`config.mk`:
```
export PLATFORM = sky130hd
export DESIGN_NAME = yaw_pitch_camera_view_matrix
export DESIGN_NICKNAME = d
export VERILOG_FILES = /design/src/ypcam_pkg.sv /design/src/ypcam_ctrl.sv /design/src/ypcam_dp.sv /design/src/yaw_pitch_camera_view_matrix.sv
export SDC_FILE = /design/constraint.sdc
export NUM_CORES = 2
export LEC_CHECK = 0
export BUFFER_PORTS_ARGS = -buffer_cell sky130_fd_sc_hd__buf_2
export CAP_MARGIN = 10
export CORE_ASPECT_RATIO = 2
export CORE_UTILIZATION = 50
export CTS_CLUSTER_SIZE = 25
export DETAILED_ROUTE_END_ITERATION = 10
export PLACE_DENSITY = 0.67
export SLEW_MARGIN = 30
export SYNTH_ARGS = -nofsm -noshare
export SYNTH_HDL_FRONTEND = slang
export SYNTH_SLANG_ARGS = --single-unit
```
`constraint.sdc`:
```
create_clock -name clock -period 10.9 [get_ports clock]
set_input_delay 1.635 -clock clock [delete_from_list [all_inputs] [get_ports clock]]
set_output_delay 1.635 -clock clock [all_outputs]
set_load 0.005 [all_outputs]
```
`src/ypcam_pkg.sv`:
```
// Shared types, constants and helpers of the yaw/pitch camera view-matrix block.
package ypcam_pkg;

   localparam int POS_W       = 32;
   localparam int HEAD_W      = 17;
   localparam int ELEV_W      = 16;
   localparam int TURN_W      = 18;
   localparam int TRIG_W      = 18;
   localparam int CXY_W       = 33;
   localparam int CZ_W        = 29;
   localparam int PROD_W      = TRIG_W + POS_W;
   localparam int Q_W         = PROD_W - 16;
   localparam int ACC_W       = Q_W + 2;
   localparam int CORDIC_STEPS = 18;

   localparam logic signed [18:0] FULL_TURN  = 19'sd92160;
   localparam logic signed [18:0] HALF_TURN  = 19'sd46080;
   localparam logic signed [18:0] QUARTER    = 19'sd23040;
   localparam logic signed [18:0] PITCH_LIM  = 19'sd22784;
   localparam logic signed [CXY_W-1:0] CORDIC_X0 = 33'sd652032874;

   localparam logic [2:0] CSR_START_X = 3'd0;
   localparam logic [2:0] CSR_START_Y = 3'd1;
   localparam logic [2:0] CSR_START_Z = 3'd2;
   localparam logic [2:0] CSR_START_H = 3'd3;
   localparam logic [2:0] CSR_START_E = 3'd4;

   localparam logic [1:0] ROW_RIGHT = 2'd0;
   localparam logic [1:0] ROW_UP    = 2'd1;
   localparam logic [1:0] ROW_NDIR  = 2'd2;
   localparam logic [1:0] ROW_POS   = 2'd3;

   localparam logic [3:0] OP_U0  = 4'd0;
   localparam logic [3:0] OP_U2  = 4'd1;
   localparam logic [3:0] OP_F0  = 4'd2;
   localparam logic [3:0] OP_F2  = 4'd3;
   localparam logic [3:0] OP_DR0 = 4'd4;
   localparam logic [3:0] OP_DR1 = 4'd5;
   localparam logic [3:0] OP_DR2 = 4'd6;
   localparam logic [3:0] OP_DU0 = 4'd7;
   localparam logic [3:0] OP_DU1 = 4'd8;
   localparam logic [3:0] OP_DU2 = 4'd9;
   localparam logic [3:0] OP_DF0 = 4'd10;
   localparam logic [3:0] OP_DF1 = 4'd11;
   localparam logic [3:0] OP_DF2 = 4'd12;

   typedef struct packed {
      logic       pose_load;
      logic       cor_init;
      logic       cor_step;
      logic       cor_store;
      logic       cor_sel;
      logic [4:0] iter;
      logic       mul_go;
      logic       mul_apply;
      logic [3:0] op;
      logic       out_load;
      logic [1:0] row;
   } cmd_type;

   typedef struct packed {
      logic out_free;
   } status_type;

   function automatic logic signed [CZ_W-1:0] atan_deg(input logic [4:0] i);
      logic signed [CZ_W-1:0] v;
      case (i)
         5'd0:    v = 29'sd47185920;
         5'd1:    v = 29'sd27855475;
         5'd2:    v = 29'sd14718068;
         5'd3:    v = 29'sd7471121;
         5'd4:    v = 29'sd3750058;
         5'd5:    v = 29'sd1876857;
         5'd6:    v = 29'sd938658;
         5'd7:    v = 29'sd469358;
         5'd8:    v = 29'sd234682;
         5'd9:    v = 29'sd117342;
         5'd10:   v = 29'sd58671;
         5'd11:   v = 29'sd29335;
         5'd12:   v = 29'sd14668;
         5'd13:   v = 29'sd7334;
         5'd14:   v = 29'sd3667;
         5'd15:   v = 29'sd1833;
         5'd16:   v = 29'sd917;
         5'd17:   v = 29'sd458;
         default: v = '0;
      endcase
      return v;
   endfunction

   function automatic logic signed [31:0] sat32(input logic signed [ACC_W:0] v);
      logic signed [31:0] r;
      if (v > $signed({{(ACC_W-31){1'b0}}, 32'h7fffffff}))
         r = 32'sh7fffffff;
      else if (v < $signed({{(ACC_W-31){1'b1}}, 32'h80000000}))
         r = 32'sh80000000;
      else
         r = v[31:0];
      return r;
   endfunction

endpackage

```
`src/ypcam_ctrl.sv`:
```
// Sequencer of the camera block: pose update, two sine/cosine runs, products, row output.
module ypcam_ctrl import ypcam_pkg::*; (
   input  logic       clock,
   input  logic       reset,
   input  logic       req_valid,
   output logic       req_stall,
   input  status_type status,
   output cmd_type    cmd
);

   localparam logic [2:0] S_IDLE = 3'd0;
   localparam logic [2:0] S_CORH = 3'd1;
   localparam logic [2:0] S_CORE = 3'd2;
   localparam logic [2:0] S_MUL  = 3'd3;
   localparam logic [2:0] S_OUT  = 3'd4;

   localparam logic [4:0] COR_LAST = 5'(CORDIC_STEPS + 1);
   localparam logic [4:0] MUL_LAST = 5'd25;

   logic [2:0] state_ff, state_in;
   logic [4:0] cnt_ff, cnt_in;

   assign req_stall = (state_ff != S_IDLE);

   always_comb begin
      state_in = state_ff;
      cnt_in   = cnt_ff;
      cmd      = '0;
      cmd.iter = cnt_ff - 5'd1;
      cmd.op   = cnt_ff[4:1];
      cmd.row  = cnt_ff[1:0];
      case (state_ff)
         S_IDLE: begin
            if (req_valid) begin
               cmd.pose_load = 1'b1;
               state_in = S_CORH;
               cnt_in   = '0;
            end
         end
         S_CORH, S_CORE: begin
            cmd.cor_sel = (state_ff == S_CORE);
            cnt_in = cnt_ff + 5'd1;
            if (cnt_ff == 5'd0) begin
               cmd.cor_init = 1'b1;
            end else if (cnt_ff == COR_LAST) begin
               cmd.cor_store = 1'b1;
               cnt_in   = '0;
               state_in = (state_ff == S_CORH) ? S_CORE : S_MUL;
            end else begin
               cmd.cor_step = 1'b1;
            end
         end
         S_MUL: begin
            cmd.mul_go    = ~cnt_ff[0];
            cmd.mul_apply = cnt_ff[0];
            cnt_in = cnt_ff + 5'd1;
            if (cnt_ff == MUL_LAST) begin
               cnt_in   = '0;
               state_in = S_OUT;
            end
         end
         S_OUT: begin
            if (status.out_free) begin
               cmd.out_load = 1'b1;
               cnt_in = cnt_ff + 5'd1;
               if (cnt_ff[1:0] == ROW_POS)
                  state_in = S_IDLE;
            end
         end
         default: state_in = S_IDLE;
      endcase
   end

   always_ff @(posedge clock) begin
      if (reset) begin
         state_ff <= S_IDLE;
         cnt_ff   <= '0;
      end else begin
         state_ff <= state_in;
         cnt_ff   <= cnt_in;
      end
   end

endmodule

```
`src/ypcam_dp.sv`:
```
// Datapath of the camera block: pose registers, CORDIC unit, shared multiplier, output register.
module ypcam_dp import ypcam_pkg::*; (
   input  logic                       clock,
   input  logic                       reset,
   input  cmd_type                    cmd,
   output status_type                 status,
   input  logic                       csr_wr_en,
   input  logic [2:0]                 csr_index,
   input  logic [31:0]                csr_data,
   input  logic                       req_restart,
   input  logic signed [POS_W-1:0]    req_move_x,
   input  logic signed [POS_W-1:0]    req_move_y,
   input  logic signed [POS_W-1:0]    req_move_z,
   input  logic signed [TURN_W-1:0]   req_turn_yaw,
   input  logic signed [TURN_W-1:0]   req_turn_pitch,
   output logic                       rsp_valid,
   input  logic                       rsp_stall,
   output logic [1:0]                 rsp_row_kind,
   output logic signed [31:0]         rsp_col_a,
   output logic signed [31:0]         rsp_col_b,
   output logic signed [31:0]         rsp_col_c,
   output logic signed [31:0]         rsp_col_d,
   output logic                       rsp_last
);

   logic signed [POS_W-1:0]  cfg_pos_ff [3];
   logic [HEAD_W-1:0]        cfg_head_ff;
   logic signed [ELEV_W-1:0] cfg_elev_ff;

   logic signed [POS_W-1:0]  pos_ff [3];
   logic signed [POS_W-1:0]  pos_in [3];
   logic [HEAD_W-1:0]        head_ff, head_in;
   logic signed [ELEV_W-1:0] elev_ff, elev_in;

   logic signed [POS_W-1:0] move [3];
   logic signed [POS_W:0]   psum;
   logic signed [18:0]      hsum, esum;

   assign move[0] = req_move_x;
   assign move[1] = req_move_y;
   assign move[2] = req_move_z;

   always_ff @(posedge clock) begin
      if (reset) begin
         cfg_pos_ff[0] <= '0;
         cfg_pos_ff[1] <= '0;
         cfg_pos_ff[2] <= '0;
         cfg_head_ff   <= '0;
         cfg_elev_ff   <= '0;
      end else if (csr_wr_en) begin
         case (csr_index)
            CSR_START_X: cfg_pos_ff[0] <= csr_data;
            CSR_START_Y: cfg_pos_ff[1] <= csr_data;
            CSR_START_Z: cfg_pos_ff[2] <= csr_data;
            CSR_START_H: cfg_head_ff   <= csr_data[HEAD_W-1:0];
            CSR_START_E: cfg_elev_ff   <= csr_data[ELEV_W-1:0];
            default: ;
         endcase
      end
   end

   always_comb begin
      for (int i = 0; i < 3; i++) begin
         psum = {pos_ff[i][POS_W-1], pos_ff[i]} + {move[i][POS_W-1], move[i]};
         if (req_restart)
            pos_in[i] = cfg_pos_ff[i];
         else if (psum[POS_W] != psum[POS_W-1])
            pos_in[i] = psum[POS_W] ? {1'b1, {(POS_W-1){1'b0}}} : {1'b0, {(POS_W-1){1'b1}}};
         else
            pos_in[i] = psum[POS_W-1:0];
      end
      if (req_restart) begin
         hsum = {2'b00, cfg_head_ff};
         esum = {{3{cfg_elev_ff[ELEV_W-1]}}, cfg_elev_ff};
      end else begin
         hsum = $signed({2'b00, head_ff}) + {req_turn_yaw[TURN_W-1], req_turn_yaw};
         esum = {{3{elev_ff[ELEV_W-1]}}, elev_ff} + {req_turn_pitch[TURN_W-1], req_turn_pitch};
      end
      if (hsum < -FULL_TURN)
         hsum = hsum + (FULL_TURN <<< 1);
      else if (hsum < 0)
         hsum = hsum + FULL_TURN;
      else if (hsum >= (FULL_TURN <<< 1))
         hsum = hsum - (FULL_TURN <<< 1);
      else if (hsum >= FULL_TURN)
         hsum = hsum - FULL_TURN;
      head_in = hsum[HEAD_W-1:0];
      if (esum > PITCH_LIM)
         esum = PITCH_LIM;
      else if (esum < -PITCH_LIM)
         esum = -PITCH_LIM;
      elev_in = esum[ELEV_W-1:0];
   end

   always_ff @(posedge clock) begin
      if (reset) begin
         pos_ff[0] <= '0;
         pos_ff[1] <= '0;
         pos_ff[2] <= '0;
         head_ff   <= '0;
         elev_ff   <= '0;
      end else if (cmd.pose_load) begin
         pos_ff  <= pos_in;
         head_ff <= head_in;
         elev_ff <= elev_in;
      end
   end

   // CORDIC rotation, one step per cycle
   logic signed [CXY_W-1:0]  cx_ff, cy_ff;
   logic signed [CZ_W-1:0]   cz_ff;
   logic                     cneg_ff;
   logic signed [18:0]       ang;
   logic                     aneg;
   logic signed [CXY_W-1:0]  dx, dy, xr, yr;
   logic signed [TRIG_W-1:0] sin_q, cos_q;
   logic signed [TRIG_W-1:0] sy_ff, cyw_ff, sp_ff, cp_ff;

   always_comb begin
      ang  = cmd.cor_sel ? {{3{elev_ff[ELEV_W-1]}}, elev_ff} : {2'b00, head_ff};
      aneg = 1'b0;
      if (ang > HALF_TURN)
         ang = ang - FULL_TURN;
      if (ang > QUARTER) begin
         ang  = HALF_TURN - ang;
         aneg = 1'b1;
      end else if (ang < -QUARTER) begin
         ang  = -HALF_TURN - ang;
         aneg = 1'b1;
      end
      dx = cy_ff >>> cmd.iter;
      dy = cx_ff >>> cmd.iter;
      xr = (cx_ff + 33'sd8192) >>> 14;
      yr = (cy_ff + 33'sd8192) >>> 14;
      if (xr > 33'sd65536)
         xr = 33'sd65536;
      else if (xr < -33'sd65536)
         xr = -33'sd65536;
      if (yr > 33'sd65536)
         yr = 33'sd65536;
      else if (yr < -33'sd65536)
         yr = -33'sd65536;
      sin_q = yr[TRIG_W-1:0];
      cos_q = cneg_ff ? -xr[TRIG_W-1:0] : xr[TRIG_W-1:0];
   end

   always_ff @(posedge clock) begin
      if (cmd.cor_init) begin
         cx_ff   <= CORDIC_X0;
         cy_ff   <= '0;
         cz_ff   <= {{(CZ_W-19){ang[18]}}, ang} <<< 12;
         cneg_ff <= aneg;
      end else if (cmd.cor_step) begin
         if (!cz_ff[CZ_W-1]) begin
            cx_ff <= cx_ff - dx;
            cy_ff <= cy_ff + dy;
            cz_ff <= cz_ff - atan_deg(cmd.iter);
         end else begin
            cx_ff <= cx_ff + dx;
            cy_ff <= cy_ff - dy;
            cz_ff <= cz_ff + atan_deg(cmd.iter);
         end
      end
      if (cmd.cor_store) begin
         if (cmd.cor_sel) begin
            sp_ff <= sin_q;
            cp_ff <= cos_q;
         end else begin
            sy_ff  <= sin_q;
            cyw_ff <= cos_q;
         end
      end
   end

   // shared multiplier for vector products and dot terms
   logic signed [TRIG_W-1:0] ma;
   logic signed [POS_W-1:0]  mb;
   logic signed [PROD_W-1:0] prod_ff;
   logic signed [Q_W-1:0]    q;
   logic signed [TRIG_W-1:0] u0_ff, u2_ff, f0_ff, f2_ff;
   logic signed [ACC_W-1:0]  acc_ff [3];
   logic [1:0]               acc_sel;
   logic                     acc_first;

   always_comb begin
      ma        = '0;
      mb        = '0;
      acc_sel   = 2'd0;
      acc_first = 1'b0;
      case (cmd.op)
         OP_U0:  begin ma = cyw_ff; mb = POS_W'(sp_ff); end
         OP_U2:  begin ma = sy_ff;  mb = POS_W'(sp_ff); end
         OP_F0:  begin ma = cyw_ff; mb = POS_W'(cp_ff); end
         OP_F2:  begin ma = sy_ff;  mb = POS_W'(cp_ff); end
         OP_DR0: begin ma = -sy_ff; mb = pos_ff[0]; acc_sel = 2'd0; acc_first = 1'b1; end
         OP_DR1: begin ma = '0;     mb = pos_ff[1]; acc_sel = 2'd0; end
         OP_DR2: begin ma = cyw_ff; mb = pos_ff[2]; acc_sel = 2'd0; end
         OP_DU0: begin ma = u0_ff;  mb = pos_ff[0]; acc_sel = 2'd1; acc_first = 1'b1; end
         OP_DU1: begin ma = cp_ff;  mb = pos_ff[1]; acc_sel = 2'd1; end
         OP_DU2: begin ma = u2_ff;  mb = pos_ff[2]; acc_sel = 2'd1; end
         OP_DF0: begin ma = f0_ff;  mb = pos_ff[0]; acc_sel = 2'd2; acc_first = 1'b1; end
         OP_DF1: begin ma = sp_ff;  mb = pos_ff[1]; acc_sel = 2'd2; end
         OP_DF2: begin ma = f2_ff;  mb = pos_ff[2]; acc_sel = 2'd2; end
         default: ;
      endcase
      q = Q_W'((prod_ff + PROD_W'(32768)) >>> 16);
   end

   always_ff @(posedge clock) begin
      if (cmd.mul_go)
         prod_ff <= PROD_W'(ma) * PROD_W'(mb);
      if (cmd.mul_apply) begin
         case (cmd.op)
            OP_U0:   u0_ff <= -q[TRIG_W-1:0];
            OP_U2:   u2_ff <= -q[TRIG_W-1:0];
            OP_F0:   f0_ff <= q[TRIG_W-1:0];
            OP_F2:   f2_ff <= q[TRIG_W-1:0];
            default: begin
               if (acc_first)
                  acc_ff[acc_sel] <= ACC_W'(q);
               else
                  acc_ff[acc_sel] <= acc_ff[acc_sel] + ACC_W'(q);
            end
         endcase
      end
   end

   // output register
   logic                     rsp_valid_ff;
   logic [1:0]               kind_ff;
   logic signed [31:0]       a_ff, b_ff, c_ff, d_ff;
   logic signed [31:0]       a_in, b_in, c_in, d_in;
   logic signed [ACC_W:0]    dsel;

   assign status.out_free = ~rsp_valid_ff | ~rsp_stall;

   always_comb begin
      a_in = '0;
      b_in = '0;
      c_in = '0;
      dsel = '0;
      case (cmd.row)
         ROW_RIGHT: begin
            a_in = 32'(-sy_ff);
            c_in = 32'(cyw_ff);
            dsel = -{acc_ff[0][ACC_W-1], acc_ff[0]};
         end
         ROW_UP: begin
            a_in = 32'(u0_ff);
            b_in = 32'(cp_ff);
            c_in = 32'(u2_ff);
            dsel = -{acc_ff[1][ACC_W-1], acc_ff[1]};
         end
         ROW_NDIR: begin
            a_in = 32'(-f0_ff);
            b_in = 32'(-sp_ff);
            c_in = 32'(-f2_ff);
            dsel = {acc_ff[2][ACC_W-1], acc_ff[2]};
         end
         default: begin
            a_in = pos_ff[0];
            b_in = pos_ff[1];
            c_in = pos_ff[2];
         end
      endcase
      d_in = sat32(dsel);
   end

   always_ff @(posedge clock) begin
      if (reset)
         rsp_valid_ff <= 1'b0;
      else if (cmd.out_load)
         rsp_valid_ff <= 1'b1;
      else if (!rsp_stall)
         rsp_valid_ff <= 1'b0;
      if (cmd.out_load) begin
         kind_ff <= cmd.row;
         a_ff    <= a_in;
         b_ff    <= b_in;
         c_ff    <= c_in;
         d_ff    <= d_in;
      end
   end

   assign rsp_valid    = rsp_valid_ff;
   assign rsp_row_kind = kind_ff;
   assign rsp_col_a    = a_ff;
   assign rsp_col_b    = b_ff;
   assign rsp_col_c    = c_ff;
   assign rsp_col_d    = d_ff;
   assign rsp_last     = (kind_ff == ROW_POS);

endmodule

```
`src/yaw_pitch_camera_view_matrix.sv`:
```
// Top level of the yaw/pitch camera view-matrix block.
// The first row is registered after both CORDIC runs and the products; then one row a cycle
// follows while the output is not stalled. A new request is taken only once all four rows
// are loaded, after two CORDIC runs and 13 passes through the one shared multiplier.
// Reset: synchronous; clears pose, start registers and control, output holds no transfer.
module yaw_pitch_camera_view_matrix import ypcam_pkg::*; (
   input  logic                     clock,
   input  logic                     reset,
   input  logic                     csr_wr_en,
   input  logic [2:0]               csr_index,
   input  logic [31:0]              csr_data,
   input  logic                     req_valid,
   output logic                     req_stall,
   input  logic                     req_restart,
   input  logic signed [31:0]       req_move_x,
   input  logic signed [31:0]       req_move_y,
   input  logic signed [31:0]       req_move_z,
   input  logic signed [17:0]       req_turn_yaw,
   input  logic signed [17:0]       req_turn_pitch,
   output logic                     rsp_valid,
   input  logic                     rsp_stall,
   output logic [1:0]               rsp_row_kind,
   output logic signed [31:0]       rsp_col_a,
   output logic signed [31:0]       rsp_col_b,
   output logic signed [31:0]       rsp_col_c,
   output logic signed [31:0]       rsp_col_d,
   output logic                     rsp_last
);

   cmd_type    cmd;
   status_type status;

   ypcam_ctrl u_ctrl (
      .clock     (clock),
      .reset     (reset),
      .req_valid (req_valid),
      .req_stall (req_stall),
      .status    (status),
      .cmd       (cmd)
   );

   ypcam_dp u_dp (
      .clock          (clock),
      .reset          (reset),
      .cmd            (cmd),
      .status         (status),
      .csr_wr_en      (csr_wr_en),
      .csr_index      (csr_index),
      .csr_data       (csr_data),
      .req_restart    (req_restart),
      .req_move_x     (req_move_x),
      .req_move_y     (req_move_y),
      .req_move_z     (req_move_z),
      .req_turn_yaw   (req_turn_yaw),
      .req_turn_pitch (req_turn_pitch),
      .rsp_valid      (rsp_valid),
      .rsp_stall      (rsp_stall),
      .rsp_row_kind   (rsp_row_kind),
      .rsp_col_a      (rsp_col_a),
      .rsp_col_b      (rsp_col_b),
      .rsp_col_c      (rsp_col_c),
      .rsp_col_d      (rsp_col_d),
      .rsp_last       (rsp_last)
   );

endmodule
```
==> reports/summary.txt <==
async set or reset register ratio after synthesis: 0%
slew margin rel.: 20.88%
Routed Antenna Nets: 0
hold buffer count at CTS: 0
initial core utilization: 50.37%
post-DP HPWL: 274900 µm
Num CTS Buffers: 80
CTS tree: done
synth cell count leaders: 1092 x nand2_1, 839 x inv_1, 614 x nor2_1
Hold Crit Class: register to register
WL/cell: 31.66 µm
worst hold start: u_dp.cfg_head_ff[15]
share of cells above drive strength 1: 10.95%
filler cell count: 14270
via-per-instance ratio: 6.439
Placed Cells incl. Taps: 10840
Non-Filler Instances: 11030
Synth top area share: 20.70%
Syn-to-layout area delta: 9.865%
data arrival time of the worst path: 10.37 ns
CP Capture Type: register
Lkg Pwr: 0.03586 µW
die width: 279.5 µm
PwrDens: 222.5 nW/µm²
first-pass GRT wire length: 496300 µm
Peak Freq: 101.0 MHz
Slowest-stage cell, CP: dfxtp_2
antenna violations before repair: 69
grt total ovfl: 0
Die H: 557.0 µm
Tightest Pin Transition: 1.187 ns
Seq/Total Area, Yosys: 27.18%
post-CTS setup buffer count: 0
top-count cell post-synth: nand2_1
Gate Count Post-Synth: 8682
CP Launch Type: register
worst hold margin: 0.4523 ns
critical path's most frequent cell: fa_1
die area: 155700 µm²
Hold Vio Cnt, Final: 0
# clock sinks: 780
critical path type: register to register
worst-case reg-to-reg path depth: 31
# IOs: 306
RR Endpoint: u_dp.prod_ff[45]
Max clock buf depth: 3
worst r2r src: u_ctrl.cnt_ff[2]
flop-to-flop setup slack: 1.0 ns
Post-synth EDFFs: 531
Initial DRC Count: 7108
Port-buffer cells: 305
Post-layout nets: 10020
Synth cell types: 103
maximum vdd drop: 329.6 µV
Synth Register Bits: 780
DRT Pass-1 Iters: 10
Worst Hold Path EP: u_dp.cfg_head_ff[15]
Resized cells post-CTS: 0
All-Layer GR Usage: 44.72%
setup tns final: 0 ns
Hold Path Stages: 2
Routed WL: 349200 µm
std cell rows: 203
routability cong.: 1.124
root buf cell: clkbuf_16
Post-synth top flop: edfxtp_1
unrepaired setup endpoints after global routing: no
latest clock arrival within the worst-skew pair: 0.72 ns
final period utilization: 90.86%
setup-violating endpoint count in the final report: 0
Worst EP required: 11.37 ns
Worst-path clk slew: 0.07 ns
core area: 152900 µm²
Post-Syn Area: 77010 µm²
largest net degree at the start of global routing: 81
clk_skew: 0.02577 ns
status: finished, final reports clean
CP max stage delay: 0.77 ns
vias in the first global route: 71620
dominant cell type by area after synthesis: edfxtp_1
crit-path max FO: 31
max-slew violations: 0
htree depth: 3
mean post-synth cell area: 8.871 µm²
total number of yosys warnings: 0
Synth area leaders: edfxtp_1 21%, fa_1 15%, ha_1 6.6%
via count: 71020
Net Count, Synth: 9823
Tot Pwr: 18830 µW
max-cap violation count: 0
Residual DRC: 0
Tmin final: 9.903 ns
-- routing by layer --
layer | global-route usage, % | wire (µm) | vias up
met5 | 0.2502 | 446 | -
met4 | 49.47 | 47790 | 64
met3 | 11.34 | 28570 | 1554
met2 | 74.82 | 166000 | 3766
met1 | 42.39 | 106400 | 34790
li1 | - | - | 30850
-- where the power goes --
part	switching, µW	total [µW]	internal [µW]
combinational	7240	11700	4440
clock	1370	2980	1610
sequential	511	4170	3660
total	9110	18800	9710
-- stage by stage --
stage | cell area [µm²] | setup slack [ns] | utilization, %
after floorplan | 77010 | 2.117 | -
after global placement | 81420 | 1.137 | 53.25
after detailed placement | 81670 | 1.075 | 53.41
after CTS | 84370 | 1.031 | 55.18
after global routing | 84540 | 0.4398 | 55.29
final | 84610 | 0.9966 | 55.34
-- flip-flops by register name, indices dropped and copies added, names as in the netlist, 33 cells and up --
signal and cells:
u_dp.acc_ff 108, u_dp.cfg_pos_ff 96, u_dp.pos_ff 96, u_dp.prod_ff 35, u_dp.cx_ff 33, u_dp.cy_ff 33
-- final cells by class --
| type | instances | area (µm²) | share of cell area, % |
|---|---|---|---|
| clock inverter | 45 | 508.0 | 0.6004 |
| multi-input combinational | 6575 | 51390 | 60.74 |
| timing repair buffer | 600 | 3766 | 4.451 |
| antenna | 35 | 87.58 | 0.1035 |
| clock buffer | 103 | 2195 | 2.594 |
| inverter | 841 | 3164 | 3.740 |
| tap | 2050 | 2565 | 3.031 |
| sequential | 780 | 20940 | 24.74 |
-- cell families after synthesis --
family | Yosys count | share of synthesized area, %
multiplexers | 251 | 4.663
XOR/XNOR | 563 | 6.403
AND/OR/NAND/NOR | 2820 | 17.11
AO/OA/AOI/OAI | 1968 | 16.71
buffers and inverters | 1327 | 6.677
flip-flops | 780 | 27.18
adder cells (fa/ha/maj) | 973 | 21.26
-- worst max-delay path by stage --
| stage | slack, ns | endpoint | startpoint |
|---|---|---|---|
| floorplan | 2.12 | u_dp.prod_ff[45] | u_ctrl.cnt_ff[2] |
| global placement | 1.14 | u_dp.prod_ff[45] | u_dp.sy_ff[2] |
| detailed placement | 1.07 | u_dp.prod_ff[45] | u_dp.sy_ff[3] |
| CTS | 1.03 | u_dp.prod_ff[45] | u_dp.sy_ff[3] |
| global route | 0.44 | u_dp.prod_ff[45] | u_ctrl.cnt_ff[2] |
| finish | 1.0 | u_dp.prod_ff[45] | u_ctrl.cnt_ff[2] |
-- placed cells by master, fill, tap and decap left out, drive strengths merged, types with 70 or more instances in the layout --
cell,n
a222oi,81
a21o,170
buf,598
a31oi,86
xor2,202
and3,82
mux4,80
mux2i,109
nand3,179
clkbuf,104
inv,851
nand2,1093
fa,561
or3,84
ha,407
a21oi,572
o22ai,70
nor2b,118
nor3,190
nor2,616
nand2b,79
and2,120
xnor2,361
o21ai,387
a211oi,73
edfxtp,531
dfxtp,249
-- critical path: cells and delay by family, from the launching register on --
kind / cells / cell delay (ns)
compound gates: 11 / 3.00
xor+xnor: 1 / 0.13
fa+ha+maj: 7 / 3.57
buf+inv: 6 / 0.77
flops: 1 / 0.77
simple gates: 6 / 1.39
No activity file was read; power rests on OpenSTA's default activity.
